[src/hdl/sle_pkg.sv]
package sle_pkg;

    // line buffer geometry
    localparam int LINE_DEPTH = 64;
    localparam int ADDR_W     = (LINE_DEPTH > 1) ? $clog2(LINE_DEPTH) : 1;
    localparam int CNT_W      = $clog2(LINE_DEPTH + 1);

    // received byte codes
    localparam logic [7:0] BYTE_CR       = 8'h0D;
    localparam logic [7:0] BYTE_LF       = 8'h0A;
    localparam logic [7:0] BYTE_CTRL_C   = 8'h03;
    localparam logic [7:0] BYTE_CTRL_U   = 8'h15;
    localparam logic [7:0] BYTE_BS       = 8'h08;
    localparam logic [7:0] BYTE_DEL      = 8'h7F;
    localparam logic [7:0] BYTE_PRINT_LO = 8'h19;

    // command codes
    localparam logic CMD_RX   = 1'b0;
    localparam logic CMD_READ = 1'b1;

    typedef enum logic [2:0] {
        ACT_NONE    = 3'd0,
        ACT_CHAR    = 3'd1,
        ACT_ERASE   = 3'd2,
        ACT_BELL    = 3'd3,
        ACT_NEWLINE = 3'd4
    } echo_action_t;

    typedef enum logic [1:0] {
        ST_BUSY   = 2'd0,
        ST_DONE   = 2'd1,
        ST_CANCEL = 2'd2
    } line_status_t;

    // result of the edit step, read byte still pending in the line store
    typedef struct packed {
        echo_action_t act;
        logic [7:0]   echo_char;
        logic [6:0]   erase_count;
        line_status_t status;
        logic [6:0]   line_length;
        logic         rd_hit;
    } result_t;

    // line store access request
    typedef struct packed {
        logic              we;
        logic [ADDR_W-1:0] waddr;
        logic [7:0]        wdata;
        logic              re;
        logic [ADDR_W-1:0] raddr;
    } mem_req_t;

    // count to 7-bit output field, truncating or extending
    function automatic logic [6:0] to_len7(input logic [CNT_W-1:0] c);
        logic [CNT_W+6:0] t;
        t = {7'd0, c};
        return t[6:0];
    endfunction

    // read position inside the completed line
    function automatic logic idx_in_line(input logic [5:0] idx,
                                         input logic [CNT_W-1:0] len);
        logic [CNT_W+5:0] a;
        logic [CNT_W+5:0] b;
        a = {CNT_W'(0), idx};
        b = {6'd0, len};
        return a < b;
    endfunction

    // read position to store address
    function automatic logic [ADDR_W-1:0] idx_to_addr(input logic [5:0] idx);
        logic [ADDR_W+5:0] t;
        t = {ADDR_W'(0), idx};
        return t[ADDR_W-1:0];
    endfunction

endpackage

[src/hdl/sle_line_ram.sv]
module sle_line_ram #(
    parameter int DEPTH = 64,
    parameter int WIDTH = 8,
    parameter int AW    = (DEPTH > 1) ? $clog2(DEPTH) : 1
) (
    input  logic             clk,
    input  logic             we,
    input  logic [AW-1:0]    waddr,
    input  logic [WIDTH-1:0] wdata,
    input  logic             re,
    input  logic [AW-1:0]    raddr,
    output logic [WIDTH-1:0] rdata
);

    logic [WIDTH-1:0] mem [DEPTH];
    logic [WIDTH-1:0] rdata_reg;

    // write port
    always_ff @(posedge clk)
    begin
        if (we)
        begin
            mem[waddr] <= wdata;
        end
    end

    // registered read port, holds while not enabled
    always_ff @(posedge clk)
    begin
        if (re)
        begin
            rdata_reg <= mem[raddr];
        end
    end

    assign rdata = rdata_reg;

endmodule

[src/hdl/sle_edit_ctrl.sv]
module sle_edit_ctrl (
    input  logic              clk,
    input  logic              rst_n,
    input  logic              accept,
    input  logic              echo_en,
    input  logic              cmd,
    input  logic [7:0]        rx_byte,
    input  logic [5:0]        read_index,
    output sle_pkg::result_t  res,
    output sle_pkg::mem_req_t mem_req
);

    logic [sle_pkg::CNT_W-1:0] char_count_reg;
    logic [sle_pkg::CNT_W-1:0] char_count_next;
    logic [sle_pkg::CNT_W-1:0] completed_length_reg;
    logic [sle_pkg::CNT_W-1:0] completed_length_next;
    logic                      is_eol;
    logic                      is_print;
    logic                      has_room;

    // line counters
    always_ff @(posedge clk or negedge rst_n)
    begin
        if (!rst_n)
        begin
            char_count_reg       <= '0;
            completed_length_reg <= '0;
        end
        else
        begin
            char_count_reg       <= char_count_next;
            completed_length_reg <= completed_length_next;
        end
    end

    // byte classes
    assign is_eol   = (rx_byte == sle_pkg::BYTE_CR) || (rx_byte == sle_pkg::BYTE_LF);
    assign is_print = (rx_byte > sle_pkg::BYTE_PRINT_LO) && (rx_byte < sle_pkg::BYTE_DEL);
    assign has_room = char_count_reg < sle_pkg::CNT_W'(sle_pkg::LINE_DEPTH);

    // edit step
    always_comb
    begin
        char_count_next       = char_count_reg;
        completed_length_next = completed_length_reg;
        res                   = '0;
        res.act               = sle_pkg::ACT_NONE;
        res.status            = sle_pkg::ST_BUSY;
        mem_req               = '0;
        mem_req.waddr         = char_count_reg[sle_pkg::ADDR_W-1:0];
        mem_req.wdata         = rx_byte;
        mem_req.raddr         = sle_pkg::idx_to_addr(read_index);

        if (cmd == sle_pkg::CMD_READ)
        begin
            // read a byte of the completed line
            res.rd_hit = sle_pkg::idx_in_line(read_index, completed_length_reg);
            mem_req.re = accept;
        end
        else if (is_eol)
        begin
            // line complete
            completed_length_next = char_count_reg;
            char_count_next       = '0;
            res.act               = echo_en ? sle_pkg::ACT_NEWLINE : sle_pkg::ACT_NONE;
            res.status            = sle_pkg::ST_DONE;
            res.line_length       = sle_pkg::to_len7(char_count_reg);
        end
        else
        begin
            // any other byte starts a new line
            completed_length_next = '0;
            case (rx_byte)
                sle_pkg::BYTE_CTRL_C:
                begin
                    char_count_next = '0;
                    res.status      = sle_pkg::ST_CANCEL;
                end
                sle_pkg::BYTE_CTRL_U:
                begin
                    char_count_next = '0;
                    if (echo_en && (char_count_reg != '0))
                    begin
                        res.act         = sle_pkg::ACT_ERASE;
                        res.erase_count = sle_pkg::to_len7(char_count_reg);
                    end
                end
                sle_pkg::BYTE_BS, sle_pkg::BYTE_DEL:
                begin
                    if (char_count_reg != '0)
                    begin
                        char_count_next = char_count_reg - 1'b1;
                        if (echo_en)
                        begin
                            res.act         = sle_pkg::ACT_ERASE;
                            res.erase_count = 7'd1;
                        end
                    end
                end
                default:
                begin
                    if (is_print && has_room)
                    begin
                        mem_req.we      = accept;
                        char_count_next = char_count_reg + 1'b1;
                        if (echo_en)
                        begin
                            res.act       = sle_pkg::ACT_CHAR;
                            res.echo_char = rx_byte;
                        end
                    end
                    else
                    begin
                        res.act = sle_pkg::ACT_BELL;
                    end
                end
            endcase
        end

        // state only moves on an accepted item
        if (!accept)
        begin
            char_count_next       = char_count_reg;
            completed_length_next = completed_length_reg;
        end
    end

endmodule

[src/hdl/serial_line_editor.sv]
// an accepted item's result passes the stage 1 register, then the output register
// throughput: one item per cycle while in_stall is low; the line store has one write and one read port
// an item is still taken while one finished result waits at a stalled output
// reset clears the line counters, the pipeline valids and echo_enable (silent)
// the line store is not cleared; only entries of the completed line are read
module serial_line_editor (
    input  logic       clk,
    input  logic       rst_n,
    input  logic       in_valid,
    output logic       in_stall,
    input  logic       cmd,
    input  logic [7:0] rx_byte,
    input  logic [5:0] read_index,
    output logic       out_valid,
    input  logic       out_stall,
    output logic [2:0] echo_action,
    output logic [7:0] echo_char,
    output logic [6:0] erase_count,
    output logic [1:0] line_status,
    output logic [6:0] line_length,
    output logic [7:0] read_byte,
    input  logic       cfg_valid,
    output logic       cfg_ready,
    input  logic       cfg_data
);

    logic              accept;
    logic              p1_adv;
    logic              out_take;
    logic              echo_reg;
    logic              p1_valid_reg;
    logic              p1_valid_next;
    logic              o_valid_reg;
    logic              o_valid_next;
    sle_pkg::result_t  edit_res;
    sle_pkg::mem_req_t mem_req;
    sle_pkg::result_t  p1_res_reg;
    logic [7:0]        ram_rdata;
    logic [2:0]        act_reg;
    logic [7:0]        echo_char_reg;
    logic [6:0]        erase_count_reg;
    logic [1:0]        status_reg;
    logic [6:0]        line_length_reg;
    logic [7:0]        read_byte_reg;

    // handshakes
    assign out_take  = o_valid_reg && !out_stall;
    assign p1_adv    = p1_valid_reg && (!o_valid_reg || !out_stall);
    assign in_stall  = p1_valid_reg && o_valid_reg && out_stall;
    assign accept    = in_valid && !in_stall;
    assign cfg_ready = 1'b1;

    // echo enable register
    always_ff @(posedge clk or negedge rst_n)
    begin
        if (!rst_n)
        begin
            echo_reg <= 1'b0;
        end
        else if (cfg_valid && cfg_ready)
        begin
            echo_reg <= cfg_data;
        end
    end

    sle_edit_ctrl u_edit (
        .clk        (clk),
        .rst_n      (rst_n),
        .accept     (accept),
        .echo_en    (echo_reg),
        .cmd        (cmd),
        .rx_byte    (rx_byte),
        .read_index (read_index),
        .res        (edit_res),
        .mem_req    (mem_req)
    );

    sle_line_ram #(
        .DEPTH (sle_pkg::LINE_DEPTH),
        .WIDTH (8),
        .AW    (sle_pkg::ADDR_W)
    ) u_ram (
        .clk   (clk),
        .we    (mem_req.we),
        .waddr (mem_req.waddr),
        .wdata (mem_req.wdata),
        .re    (mem_req.re),
        .raddr (mem_req.raddr),
        .rdata (ram_rdata)
    );

    // pipeline valids
    always_comb
    begin
        p1_valid_next = p1_valid_reg;
        if (accept)
        begin
            p1_valid_next = 1'b1;
        end
        else if (p1_adv)
        begin
            p1_valid_next = 1'b0;
        end

        o_valid_next = o_valid_reg;
        if (p1_adv)
        begin
            o_valid_next = 1'b1;
        end
        else if (out_take)
        begin
            o_valid_next = 1'b0;
        end
    end

    always_ff @(posedge clk or negedge rst_n)
    begin
        if (!rst_n)
        begin
            p1_valid_reg <= 1'b0;
            o_valid_reg  <= 1'b0;
        end
        else
        begin
            p1_valid_reg <= p1_valid_next;
            o_valid_reg  <= o_valid_next;
        end
    end

    // stage 1 payload, waits for the store read
    always_ff @(posedge clk)
    begin
        if (accept)
        begin
            p1_res_reg <= edit_res;
        end
    end

    // output register
    always_ff @(posedge clk)
    begin
        if (p1_adv)
        begin
            act_reg         <= p1_res_reg.act;
            echo_char_reg   <= p1_res_reg.echo_char;
            erase_count_reg <= p1_res_reg.erase_count;
            status_reg      <= p1_res_reg.status;
            line_length_reg <= p1_res_reg.line_length;
            read_byte_reg   <= p1_res_reg.rd_hit ? ram_rdata : 8'd0;
        end
    end

    assign out_valid   = o_valid_reg;
    assign echo_action = act_reg;
    assign echo_char   = echo_char_reg;
    assign erase_count = erase_count_reg;
    assign line_status = status_reg;
    assign line_length = line_length_reg;
    assign read_byte   = read_byte_reg;

endmodule

[config.mk]
export PLATFORM = sky130hd
export DESIGN_NAME = serial_line_editor
export DESIGN_NICKNAME = d
export VERILOG_FILES = /design/src/hdl/sle_pkg.sv /design/src/hdl/sle_line_ram.sv /design/src/hdl/sle_edit_ctrl.sv /design/src/hdl/serial_line_editor.sv
export SDC_FILE = /design/constraint.sdc
export NUM_CORES = 1
export LEC_CHECK = 0
export ABC_CLOCK_PERIOD_IN_PS = 10200
export BUFFER_PORTS_ARGS = -buffer_cell sky130_fd_sc_hd__buf_2
export CAP_MARGIN = 10
export CORE_MARGIN = 5
export CORE_UTILIZATION = 37
export DETAILED_ROUTE_END_ITERATION = 10
export PLACE_DENSITY_LB_ADDON = 0.25
export RECOVER_POWER = 50
export SYNTH_ARGS = -nofsm -noshare
export SYNTH_HDL_FRONTEND = slang
export SYNTH_SLANG_ARGS = --single-unit
[constraint.sdc]
create_clock -name clk -period 10.2 [get_ports clk]
set_clock_uncertainty 0.2 [all_clocks]
set_input_delay 1.02 -clock clk [delete_from_list [all_inputs] [get_ports clk]]
set_output_delay 1.02 -clock clk [all_outputs]
set_load 0.01 [all_outputs]
==> flow_metrics.env <==
export IMPL_hold_class="flip-flop to flip-flop"
export IMPL_drc=0
export IMPL_wl_per_cell_um=26.1
export IMPL_cts_tree="yes"
export IMPL_initial_core_util_pct=37.3
export IMPL_wl_met3_mm=3.94
export IMPL_syn_cell_area_mm2=0.0235
export IMPL_numCtsBuffers=61
export IMPL_critical_path_arrival_ns=6.66
export IMPL_critPathKind="input pin to flip-flop"
export IMPL_ctsRootBufferMaster="clkbuf_16"
export IMPL_setup_ws_ns=3.58
export IMPL_fin_crit_sh_pct=64.9
export IMPL_worstSkewPairLatency_ns=0.63
export IMPL_grt_start_max_net_pins=78
export IMPL_dieHeight_um=262
export IMPL_yosysUniqueCellTypes=57
export IMPL_final_antenna_net_count=0
export IMPL_route_met2_wl_mm=25.8
export IMPL_async_flop_share_pct=2.83
export IMPL_h_tree_depth=2
export IMPL_grt_overflow=0
export IMPL_final_hold_viol_count=0
export IMPL_grt_first_pass_wirelength_mm=78.8
export IMPL_design_die_area_mm2=0.0686
export IMPL_p_per_area_mw_per_mm2=202
export IMPL_io_buffers=57
export IMPL_fillers=5472
export IMPL_clock_sinks=600
export IMPL_cts_hold_buf=0
export IMPL_instances_no_fill=2066
export IMPL_worst_r2r_setup_slack_ns=5.42
export IMPL_violations="max-capacitance violations, max-slew violations"
export IMPL_synth_seq_cells=600
export IMPL_maxSlewViolCount=611
export IMPL_syn_inst=1089
export IMPL_drt_pass1_iterations=5
export IMPL_drtIter0Drc=973
export IMPL_dp_cells=1951
export IMPL_core_area_mm2=0.0630
export IMPL_leakagePower_nw=8.37
export IMPL_startpoint_type="input pin"
export IMPL_grt_usage_pct=15.8
export IMPL_core_rowCount=92
export IMPL_largest_reg_flops=512
export IMPL_rsz0062_at_grt="no"
export IMPL_avgSynthCellArea_um2=21.6
export IMPL_synth_edf_count=583
export IMPL_outcome="finished with violations"
export IMPL_post_place_ws_ns=5.13
export IMPL_mostFrequentLayoutCells="edfxtp_1, mux4_2, nor2_1, clkbuf_16, buf_2"
export IMPL_num_vias=11017
export IMPL_gp_congestion=0.794
export IMPL_antenna_found_initial=0
export IMPL_worstSetupEndpointType="flip-flop"
export IMPL_grt_pass1_vias=11262
export IMPL_layout_area_overhead_vs_synth_pct=13.7
export IMPL_setup_viol=0
export IMPL_routed_wl_mm=53.8
export IMPL_clk_pin_slew_ns=0.06
export IMPL_hold_slack_ns=0.216
export IMPL_synth_warning_count=0
export IMPL_synth_seq_area_share_pct=76.4
export IMPL_layout_commonest_cell="edfxtp_1"
export IMPL_worstMarginPinSlew_ns=5.03
export IMPL_wl_met1_mm=22.9
export IMPL_slew_headroom_pct=-238
export IMPL_io_pins=59
export IMPL_fmax_ghz=0.151
export IMPL_die_x_um=262
export IMPL_min_period_ns=6.62
export IMPL_placed_area_mm2=0.0247
export IMPL_cp_data_required_time_ns=10.24
export IMPL_vias_per_cell=5.33
export IMPL_cts_setup_buffers=0
export IMPL_synthFlopType="edfxtp_1"
export IMPL_synthesis_nets=1122
export IMPL_top_layer_used="met4"
export IMPL_clockBufferDepth=3
export IMPL_ctsResizeCount=0
export IMPL_ir_drop_mv=0.113
export IMPL_finalPower_mw=5.38
export IMPL_final_area_mm2=0.0267
export IMPL_tns_ns=0
export IMPL_critPathMaxFanout=77
export IMPL_fin_util_pct=42.4
export IMPL_max_cap_violations=11
export IMPL_hpwl_mm=32.2
export IMPL_drive_above_1_share_pct=26.5
export IMPL_fin_nets=1201
## cell families (layout without fill, tap and decap cells)
group | count (synthesis) | count (layout) | share of synthesized area, %
DFF | 600 | 600 | 76.4
and+or+nand+nor | 181 | 181 | 3.93
muxes | 161 | 161 | 15.4
buffers and inverters | 70 | 200 | 1.44
AOI/OAI and AO/OA | 58 | 58 | 1.94
adders and majority gates | 12 | 12 | 0.671
xor gates and xnor gates | 5 | 5 | 0.187
other | 2 | 3 | 0.0320
## worst paths after layout
check / to / cells past startpoint / start
worst max-delay path: u_ram.mem[9][5] / 6 / rx_byte[4]
worst min-delay path: echo_char[6] / 0 / p1_res_reg[23]
worst max register to register: echo_char[2] / 1 / p1_valid_reg
worst min register to register: echo_char[6] / 0 / p1_res_reg[23]
max in group asynchronous: out_valid / 1 / rst_n
min in group asynchronous: u_edit.char_count_reg[4] / 1 / rst_n
## power by group
group | switching (mW) | internal [mW] | leakage [nW] | total, mW
sequential | 0.0213 | 2.74 | 5.51 | 2.76
clock | 0.921 | 1.37 | 1.01 | 2.29
combinational | 0.230 | 0.100 | 1.85 | 0.331
total | 1.17 | 4.21 | 8.37 | 5.38
## worst max-delay path: stages
cell	delay (ns)
buf_2	0.07
clkbuf_1	2.56
o211ai_1	0.51
a2111oi_4	1.09
nand4_1	0.51
nor2_1	0.81
## synth_stat cells, drive strengths merged, types with 6 or more instances
cell type	instances	area share, %
a21o	6	0.19
dfrtp	17	1.8
and2	29	0.78
mux4	160	15
o31ai	6	0.19
ha	11	0.59
clkbuf	33	0.67
o22ai	16	0.43
nand2b	6	0.16
edfxtp	583	75
inv	13	0.21
a21oi	6	0.13
nand3	7	0.15
nand2	17	0.27
nor2	88	1.4
a22o	8	0.31
buf	24	0.56
## layout make-up
cell class              instances  area, um^2  share of cell area (%)
flip-flops and latches        600       17900                    67.2
clock inverters                33         373                    1.40
multi-input cells             419        5210                    19.5
repair buffers                 73         372                    1.39
clock buffers                  81        1700                    6.38
diodes                          1        2.50                 0.00937
well taps                     846        1060                    3.96
inverters                      13        48.8                   0.183
## per-layer routing
metal,vias up,GRT usage (%)
met2,406,25.1
met4,0,3.79
met1,5860,22.4
li1,4678,-
met5,-,0
met3,73,3.60
Note: power is estimated with default switching activity, not from simulation.
